--- src/sv/key_debounce_repeat_queue_assert.svh ---
// ----------------------------------------------------------------------------
// key debounce repeat queue assertion macros
// concurrent assertion helpers clocked on clk, disabled during reset
// ----------------------------------------------------------------------------
`ifndef KEY_DEBOUNCE_REPEAT_QUEUE_ASSERT_SVH
`define KEY_DEBOUNCE_REPEAT_QUEUE_ASSERT_SVH

`ifndef ASSERT_OFF

// property that must hold at every clock edge outside reset
`define KDRQ_ASSERT_ALWAYS(label, expr, msg) \
    label: assert property (@(posedge clk) disable iff (!rst_n) (expr)) \
        else $error(msg);

// implication checked in the same cycle
`define KDRQ_ASSERT_IMPL(label, ante, cons, msg) \
    label: assert property (@(posedge clk) disable iff (!rst_n) (ante) |-> (cons)) \
        else $error(msg);

`else

`define KDRQ_ASSERT_ALWAYS(label, expr, msg)
`define KDRQ_ASSERT_IMPL(label, ante, cons, msg)

`endif

`endif

--- src/sv/kdrq_pkg.sv ---
// ----------------------------------------------------------------------------
// kdrq_pkg
// shared types and constants of the key debounce repeat queue
// ----------------------------------------------------------------------------
package kdrq_pkg;

    // field widths
    localparam int KEY_W    = 16;
    localparam int GUARD_W  = 5;
    localparam int REPEAT_W = 6;
    localparam int CFG_IDX_W = 2;

    // parameter defaults
    localparam int KEY_COUNT_DEF   = 16;
    localparam int QUEUE_DEPTH_DEF = 4;

    // counter limits
    localparam logic [GUARD_W-1:0]  GUARD_MAX  = 5'd30;
    localparam logic [REPEAT_W-1:0] REPEAT_MAX = 6'd63;

    // register reset values
    localparam logic [KEY_W-1:0]    REPEAT_MASK_RST  = 16'h0000;
    localparam logic [GUARD_W-1:0]  PRESS_GAP_RST    = 5'd20;
    localparam logic [REPEAT_W-1:0] REPEAT_START_RST = 6'd50;
    localparam logic [REPEAT_W-1:0] REPEAT_RELOAD_RST = 6'd30;

    // input item kinds
    localparam logic ACTION_TICK = 1'b0;
    localparam logic ACTION_POP  = 1'b1;

    // configuration register indexes
    typedef enum logic [CFG_IDX_W-1:0] {
        CFG_REPEAT_MASK   = 2'd0,
        CFG_PRESS_GAP     = 2'd1,
        CFG_REPEAT_START  = 2'd2,
        CFG_REPEAT_RELOAD = 2'd3
    } cfg_index_t;

    // queue control from the qualifier
    typedef struct packed {
        logic push;
        logic pop;
    } queue_ctl_t;

    // queue status back to the qualifier
    typedef struct packed {
        logic full;
        logic empty;
    } queue_sts_t;

endpackage

--- src/sv/key_debounce_repeat_queue.sv ---
// ----------------------------------------------------------------------------
// key_debounce_repeat_queue
// keypad qualifier with auto-repeat and a small key event queue
// ----------------------------------------------------------------------------
// Usage:
//   s_* carries one transaction per tick or pop. s_tuser is the action
//   (0 = tick with raw sample in s_tdata, 1 = pop the queue head).
//   m_* returns exactly one result per input transaction, in order.
//   cfg_* writes the repeat mask, press gap, repeat start and reload
//   registers; cfg_ready is always high, write only while the block is idle.
// Timing:
//   every item is handled in combinational logic between the state
//   registers and the result register: m_tvalid rises in the cycle after
//   acceptance, and one item is accepted per cycle while m_tready is high.
//   the result register decouples the sides: s_tready is high while the
//   result register is empty or being taken this cycle.
// Reset:
//   rst_n clears the key state, counters and queue and loads the register
//   defaults (mask 0, gap 20, start 50, reload 30). No clearing pass.
// Stall:
//   while m_tready is low a waiting result holds and s_tready drops.
// ----------------------------------------------------------------------------
module key_debounce_repeat_queue #(
    parameter int KEY_COUNT   = kdrq_pkg::KEY_COUNT_DEF,
    parameter int QUEUE_DEPTH = kdrq_pkg::QUEUE_DEPTH_DEF
) (
    input  logic                         clk,
    input  logic                         rst_n,
    // input stream
    input  logic                         s_tvalid,
    output logic                         s_tready,
    input  logic [15:0]                  s_tdata,   // [15:0] raw_keys
    input  logic                         s_tuser,   // [0] action
    // output stream
    output logic                         m_tvalid,
    input  logic                         m_tready,
    // [15:0] popped_key, [31:16] pressed_key, [32] pushed, [33] dropped
    output logic [39:0]                  m_tdata,
    // configuration writes
    input  logic                         cfg_valid,
    output logic                         cfg_ready,
    input  kdrq_pkg::cfg_index_t         cfg_index,
    input  logic [kdrq_pkg::KEY_W-1:0]   cfg_data
);
    import kdrq_pkg::*;

    localparam logic [KEY_W-1:0] KEY_MASK =
        (KEY_COUNT >= KEY_W) ? {KEY_W{1'b1}} : KEY_W'((64'd1 << KEY_COUNT) - 64'd1);

    // configuration registers
    logic [KEY_W-1:0]    repeat_mask_reg;
    logic [GUARD_W-1:0]  press_gap_reg;
    logic [REPEAT_W-1:0] repeat_start_reg;
    logic [REPEAT_W-1:0] repeat_reload_reg;

    // qualifier state
    logic [KEY_W-1:0]    prev_raw_reg,   prev_raw_next;
    logic [KEY_W-1:0]    cur_key_reg,    cur_key_next;
    logic [REPEAT_W-1:0] repeat_cnt_reg, repeat_cnt_next;
    logic [GUARD_W-1:0]  guard_cnt_reg,  guard_cnt_next;

    // result register
    logic                out_valid_reg;
    logic [KEY_W-1:0]    out_popped_reg;
    logic [KEY_W-1:0]    out_pressed_reg;
    logic                out_pushed_reg,  out_pushed_next;
    logic                out_dropped_reg, out_dropped_next;

    logic                in_accept;
    logic                key_event;
    logic [KEY_W-1:0]    raw;
    logic [KEY_W-1:0]    low_key;
    logic [GUARD_W-1:0]  guard_inc;
    logic [REPEAT_W-1:0] repeat_inc;
    logic [KEY_W-1:0]    head_key;
    queue_ctl_t          q_ctl;
    queue_sts_t          q_sts;

    // handshakes
    assign s_tready  = !out_valid_reg || m_tready;
    assign in_accept = s_tvalid && s_tready;
    assign cfg_ready = 1'b1;

    // configuration write
    always_ff @(posedge clk or negedge rst_n)
    begin
        if (!rst_n)
        begin
            repeat_mask_reg   <= REPEAT_MASK_RST;
            press_gap_reg     <= PRESS_GAP_RST;
            repeat_start_reg  <= REPEAT_START_RST;
            repeat_reload_reg <= REPEAT_RELOAD_RST;
        end
        else if (cfg_valid && cfg_ready)
        begin
            case (cfg_index)
                CFG_REPEAT_MASK:   repeat_mask_reg   <= cfg_data;
                CFG_PRESS_GAP:     press_gap_reg     <= cfg_data[GUARD_W-1:0];
                CFG_REPEAT_START:  repeat_start_reg  <= cfg_data[REPEAT_W-1:0];
                CFG_REPEAT_RELOAD: repeat_reload_reg <= cfg_data[REPEAT_W-1:0];
                default: ;
            endcase
        end
    end

    // tick qualification: debounce, new key guard, auto-repeat
    assign raw        = s_tdata & KEY_MASK;
    assign low_key    = raw & (~raw + KEY_W'(1));
    assign guard_inc  = (guard_cnt_reg < GUARD_MAX) ? guard_cnt_reg + GUARD_W'(1)
                                                    : guard_cnt_reg;
    assign repeat_inc = (repeat_cnt_reg < REPEAT_MAX) ? repeat_cnt_reg + REPEAT_W'(1)
                                                      : repeat_cnt_reg;

    always_comb
    begin
        prev_raw_next   = prev_raw_reg;
        cur_key_next    = cur_key_reg;
        repeat_cnt_next = repeat_cnt_reg;
        guard_cnt_next  = guard_cnt_reg;
        key_event       = 1'b0;
        if (s_tuser == ACTION_TICK)
        begin
            guard_cnt_next = guard_inc;
            if (raw != prev_raw_reg)
            begin
                prev_raw_next = raw;
            end
            else if (raw == '0)
            begin
                cur_key_next = '0;
            end
            else
            begin
                cur_key_next = low_key;
                if (cur_key_reg == low_key)
                begin
                    // held key
                    repeat_cnt_next = repeat_inc;
                    if (repeat_inc >= repeat_start_reg)
                    begin
                        repeat_cnt_next = repeat_reload_reg;
                        key_event       = |(low_key & repeat_mask_reg);
                    end
                end
                else
                begin
                    // new key
                    repeat_cnt_next = '0;
                    if (guard_inc >= press_gap_reg)
                    begin
                        guard_cnt_next = '0;
                        key_event      = 1'b1;
                    end
                end
            end
        end
    end

    // queue control and result flags
    assign q_ctl.push       = in_accept && key_event && !q_sts.full;
    assign q_ctl.pop        = in_accept && (s_tuser == ACTION_POP);
    assign out_pushed_next  = key_event && !q_sts.full;
    assign out_dropped_next = key_event && q_sts.full;

    kdrq_queue #(
        .QUEUE_DEPTH (QUEUE_DEPTH)
    ) u_queue (
        .clk      (clk),
        .rst_n    (rst_n),
        .ctl      (q_ctl),
        .push_key (low_key),
        .head_key (head_key),
        .sts      (q_sts)
    );

    // state update on an accepted transaction
    always_ff @(posedge clk or negedge rst_n)
    begin
        if (!rst_n)
        begin
            prev_raw_reg   <= '0;
            cur_key_reg    <= '0;
            repeat_cnt_reg <= '0;
            guard_cnt_reg  <= '0;
        end
        else if (in_accept)
        begin
            prev_raw_reg   <= prev_raw_next;
            cur_key_reg    <= cur_key_next;
            repeat_cnt_reg <= repeat_cnt_next;
            guard_cnt_reg  <= guard_cnt_next;
        end
    end

    // result valid
    always_ff @(posedge clk or negedge rst_n)
    begin
        if (!rst_n)
        begin
            out_valid_reg <= 1'b0;
        end
        else if (s_tready)
        begin
            out_valid_reg <= s_tvalid;
        end
    end

    // result payload
    always_ff @(posedge clk)
    begin
        if (in_accept)
        begin
            out_popped_reg  <= (s_tuser == ACTION_POP) ? head_key : '0;
            out_pressed_reg <= cur_key_next;
            out_pushed_reg  <= out_pushed_next;
            out_dropped_reg <= out_dropped_next;
        end
    end

    assign m_tvalid = out_valid_reg;
    assign m_tdata  = {6'b000000, out_dropped_reg, out_pushed_reg,
                       out_pressed_reg, out_popped_reg};

    // assertions
`include "key_debounce_repeat_queue_assert.svh"

    `KDRQ_ASSERT_IMPL(a_pressed_onehot, m_tvalid, $onehot0(out_pressed_reg), "pressed key not one-hot")
    `KDRQ_ASSERT_IMPL(a_popped_onehot, m_tvalid, $onehot0(out_popped_reg), "popped key not one-hot")
    `KDRQ_ASSERT_ALWAYS(a_push_xor_drop, !(out_pushed_reg && out_dropped_reg && m_tvalid), "pushed and dropped together")
    `KDRQ_ASSERT_IMPL(a_push_not_full, q_ctl.push, !q_sts.full && !q_ctl.pop, "push into full queue or with pop")

endmodule

--- src/sv/kdrq_queue.sv ---
// ----------------------------------------------------------------------------
// kdrq_queue
// packed key event fifo, slot 0 is the head, pushes fill the lowest free slot
// ----------------------------------------------------------------------------
module kdrq_queue #(
    parameter int QUEUE_DEPTH = kdrq_pkg::QUEUE_DEPTH_DEF
) (
    input  logic                     clk,
    input  logic                     rst_n,
    input  kdrq_pkg::queue_ctl_t     ctl,
    input  logic [kdrq_pkg::KEY_W-1:0] push_key,
    output logic [kdrq_pkg::KEY_W-1:0] head_key,
    output kdrq_pkg::queue_sts_t     sts
);
    import kdrq_pkg::*;

    localparam int CNT_W = $clog2(QUEUE_DEPTH + 1);
    localparam logic [CNT_W-1:0] CNT_FULL = CNT_W'(QUEUE_DEPTH);

    logic [KEY_W-1:0] slot_reg [QUEUE_DEPTH];
    logic [CNT_W-1:0] count_reg;
    logic [CNT_W-1:0] count_next;

    // status and head, empty head reads as zero
    assign sts.full  = (count_reg == CNT_FULL);
    assign sts.empty = (count_reg == '0);
    assign head_key  = sts.empty ? '0 : slot_reg[0];

    // fill count
    always_comb
    begin
        count_next = count_reg;
        if (ctl.push && !sts.full)
        begin
            count_next = count_reg + CNT_W'(1);
        end
        else if (ctl.pop && !sts.empty)
        begin
            count_next = count_reg - CNT_W'(1);
        end
    end

    always_ff @(posedge clk or negedge rst_n)
    begin
        if (!rst_n)
        begin
            count_reg <= '0;
        end
        else
        begin
            count_reg <= count_next;
        end
    end

    // slot storage: write at the fill count, shift down on pop
    for (genvar i = 0; i < QUEUE_DEPTH; i++)
    begin : g_slot
        always_ff @(posedge clk)
        begin
            if (ctl.push && !sts.full && (count_reg == CNT_W'(i)))
            begin
                slot_reg[i] <= push_key;
            end
            else if (ctl.pop && !sts.empty && (i + 1 < QUEUE_DEPTH))
            begin
                slot_reg[i] <= slot_reg[(i + 1) % QUEUE_DEPTH];
            end
        end
    end

endmodule
--- config.mk ---
export PLATFORM = sky130hd
export DESIGN_NAME = key_debounce_repeat_queue
export DESIGN_NICKNAME = d
export VERILOG_FILES = /design/src/sv/kdrq_pkg.sv /design/src/sv/key_debounce_repeat_queue.sv /design/src/sv/kdrq_queue.sv
export VERILOG_INCLUDE_DIRS = /design/src /design/src/sv
export SDC_FILE = /design/constraint.sdc
export NUM_CORES = 1
export LEC_CHECK = 0
export ABC_AREA = 0
export BUFFER_PORTS_ARGS = -buffer_cell sky130_fd_sc_hd__buf_2
export CAP_MARGIN = 20
export CORE_ASPECT_RATIO = 1.2
export CORE_MARGIN = 3
export CORE_UTILIZATION = 51
export CTS_BUF_LIST = sky130_fd_sc_hd__clkbuf_16
export DETAILED_ROUTE_END_ITERATION = 12
export GPL_ROUTABILITY_DRIVEN = 0
export HOLD_SLACK_MARGIN = 0.1
export PLACE_DENSITY = 0.73
export SLEW_MARGIN = 20
export SYNTH_ARGS = -nofsm -noshare
export SYNTH_HDL_FRONTEND = slang
export SYNTH_SLANG_ARGS = --single-unit
--- constraint.sdc ---
create_clock -name clk -period 3.7 [get_ports clk]
set_input_delay 0.185 -clock clk [delete_from_list [all_inputs] [get_ports clk]]
set_output_delay 0.185 -clock clk [all_outputs]
set_load 0.1 [all_outputs]
==> impl_metrics.py <==
metrics = {
    "worst_setup_path": {
        "start_kind": "flop",
        "end_kind": "flop",
        "cp.arrival_ns": 3.62,
        "worst_r2r_path_depth": 13,
        "regToRegSetupSlack_ns": 0.24,
        "r2r-end": "u_queue.slot_reg[1][8]",
        "critPathKind": "reg2reg",
        "cp_max_fo": 16,
        "timing.rr.start": "repeat_cnt_reg[0]",
        "crit_start": "repeat_cnt_reg[0]",
        "required_ns": 3.86,
    },
    "min_path": {
        "min_from": "s_tdata[9]",
        "hold_depth": 2,
        "holdCritPathClass": "in2reg",
        "min_to": "prev_raw_reg[9]",
    },
    "global_route": {
        "antenna_found_initial": 0,
        "grt_pass1_wl_mm": 27.6,
        "grt_pass1_vias": 5696,
        "track_usage_pct": 19.3,
        "grt.overflow.total": 0,
        "grt_max_degree": 81,
    },
    "sta": {
        "post-route-period-util_pct": 93.6,
        "clock_skew_ns": 0.0124,
        "setup_viol": 0,
        "rsz0062_at_grt": "no",
        "finalWorstSetupSlack_ns": 0.237,
        "drv_slew": 0,
        "fin_crit_ns": 3.46,
        "fmax_mhz": 289,
        "max_slew_margin_pct": 50.9,
        "tns_ns": 0,
        "hold_viol_final": 0,
        "tightest_slew_ns": 0.737,
    },
    "drt": {
        "dr.pass1.iters": 5,
        "wire_per_inst_microns": 16.3,
        "drc": 0,
        "drt.antenna.violating_nets": 0,
        "wl_mm": 16.6,
        "vias_per_cell": 5.43,
        "drt_iter0_markers": 322,
        "vias": 5512,
    },
    "placement": {
        "numPortBuffers": 75,
        "pre_cts_ws_ns": 0.0149,
        "dp_hpwl_mm": 12.1,
    },
    "cts": {
        "htreeDepth": 4,
        "clock-sinks": 178,
        "clock_latency_ns": 0.42,
        "cts_buffers": 17,
        "cts-root-buf": "clkbuf_16",
        "cts_tree": "built",
        "cts_buffer_depth": 2,
        "clkTransAtPathRegs_ns": 0.06,
    },
    "yosys": {
        "synthAdderAreaFrac_pct": 2.80,
        "synth_mux_area_share_pct": 12.1,
        "synthArstFlopShare_pct": 44.9,
        "synth_most_common_cell": "nand2_1",
        "synth-edff-count": 98,
        "netlist_instances": 681,
        "yosysWarnings": 0,
        "synth_top_family_by_area": "simple AND/OR/NAND/NOR gates",
        "synth_compound_area_share_pct": 5.12,
        "yosysTopAreaCellShare_pct": 34.7,
        "syn_avg_cell_area_sq_um": 12.4,
        "synth_commonest_cells": "nand2_1, edfxtp_1, mux2_2, dfrtp_1",
        "synth_area_leader_cell": "edfxtp_1",
        "synthFlopType": "edfxtp_1",
        "synth-xor-area-share_pct": 3.00,
        "ys_types": 69,
        "synthTopCellsByArea": "edfxtp_1, dfrtp_1, mux2_2",
        "synthSimpleGateAreaFrac_pct": 15.3,
        "synthesis.area_sq_um": 8480,
        "ys_ff_latch": 178,
        "synth_seq_area_share_pct": 58.5,
    },
    "power_and_ir_drop": {
        "total_leakage_power_nw": 4.44,
        "peakVddDrop_v": 0.000302,
        "p_per_area_nw_per_um2": 511,
    },
    "cells_and_area": {
        "regArea_sq_um": 4960,
        "syn_to_final_growth_pct": 17.6,
        "layout.nets": 850,
        "largest_reg_flops": 64,
        "antenna_cells": 0,
        "multi_input_area_sq_um": 3300,
        "drive_above_1_share_pct": 28.9,
        "fillers": 1281,
    },
    "die": {
        "initial_core_util_pct": 52.1,
        "die_w_microns": 124,
        "num_io_pins": 83,
        "core_sq_um": 16300,
        "die_h_microns": 147,
        "num_rows": 51,
        "die_area_sq_um": 18200,
    },
    "flow_run": {
        "maxCapViolations": 0,
    },
    "run_status": {
        "status": "complete, no violations",
    },
}
worst max-delay path by stage:
stage               slack, ns                     end
floorplan                0.08  u_queue.slot_reg[0][0]
global placement         0.26  u_queue.slot_reg[3][8]
detailed placement       0.01  u_queue.slot_reg[3][9]
CTS                      0.19  u_queue.slot_reg[1][8]
global route             0.06  u_queue.slot_reg[2][2]
finish                   0.24  u_queue.slot_reg[1][8]
cell usage in the layout, fill, tap and decap left out, types with 6 or more instances in the layout:
| cell | instances |
|---|---|
| dfstp_2 | 9 |
| dfrtp_1 | 71 |
| a21o_1 | 16 |
| xor2_1 | 24 |
| a21oi_1 | 11 |
| mux2_1 | 6 |
| ha_1 | 19 |
| dlygate4sd3_1 | 25 |
| nand3_1 | 10 |
| mux2_2 | 77 |
| mux2i_1 | 8 |
| buf_4 | 21 |
| edfxtp_1 | 98 |
| nor4_1 | 7 |
| inv_1 | 24 |
| and2_1 | 23 |
| buf_2 | 74 |
| nor2_1 | 20 |
| nand2_1 | 126 |
| conb_1 | 7 |
| clkbuf_16 | 20 |
| nand2b_1 | 8 |
where the power goes:
group / internal (mW) / switching (mW)
sequential: 2.31 / 0.115
combinational: 0.342 / 0.567
clock: 1.04 / 0.723
total: 3.69 / 1.40
per-stage QoR:
step / hold slack [ns] / power (mW) / instances / utilization (%) / instance area [sq um]
after floorplan: -0.111 / 3.13 / 686 / - / 8500
after global placement: 0.386 / 3.31 / 959 / 56.0 / 9120
after detailed placement: 0.395 / 3.36 / 959 / 56.0 / 9120
after CTS: 0.110 / 5.13 / 1016 / 61.2 / 9960
after global routing: 0.129 / 5.33 / 1016 / 61.2 / 9960
final: 0.141 / 5.09 / 1016 / 61.2 / 9960
kinds of logic (layout without fill, tap and decap cells):
kind of cell    Yosys count  count (layout)
buf+inv                  54             172
xor+xnor                 29              29
compound gates           59              59
other cells               2               7
fa+ha+maj                19              19
flops                   178             178
mux                      92              92
simple gates            248             248
what timing repair did:
action / in CTS / in global routing
hold buffers: 25 / 0
hold endpoints to repair: 111 / 0
endpoints found under the setup margin: 16 / 48
resized for setup: 1 / 1
setup buffers: 0 / 0
metal layers:
layer | GRT usage (%) | part of all wire (%) | up-vias
met4 | 8.92 | 3.7 | 0
met2 | 32.1 | 52 | 144
li1 | - | - | 2629
met3 | 4.47 | 3.9 | 46
met1 | 23.7 | 41 | 2693
met5 | 0 | 0 | -
area by class of cell:
class                           count  share of cell area [%]
Clock buffer                       20                    5.02
Clock inverter                     12                   0.866
Inverter                           19                   0.716
Multi-Input combinational cell    454                    33.1
Sequential cell                   178                    49.7
Tap cell                          212                    2.66
Timing Repair Buffer              121                    7.92
worst max-delay path, stage by stage, from the launching register on:
cell	delay, ns
dfrtp_1	0.44
ha_1	0.27
nand2_1	0.12
nor2_2	0.23
mux2_2	0.38
ha_1	0.28
a21o_1	0.16
a211oi_1	0.32
o31ai_2	0.12
a21boi_0	0.14
mux2_4	0.33
nand4_1	0.11
nand2_1	0.06
buf_4	0.23
No activity file was read; power rests on OpenSTA's default activity.
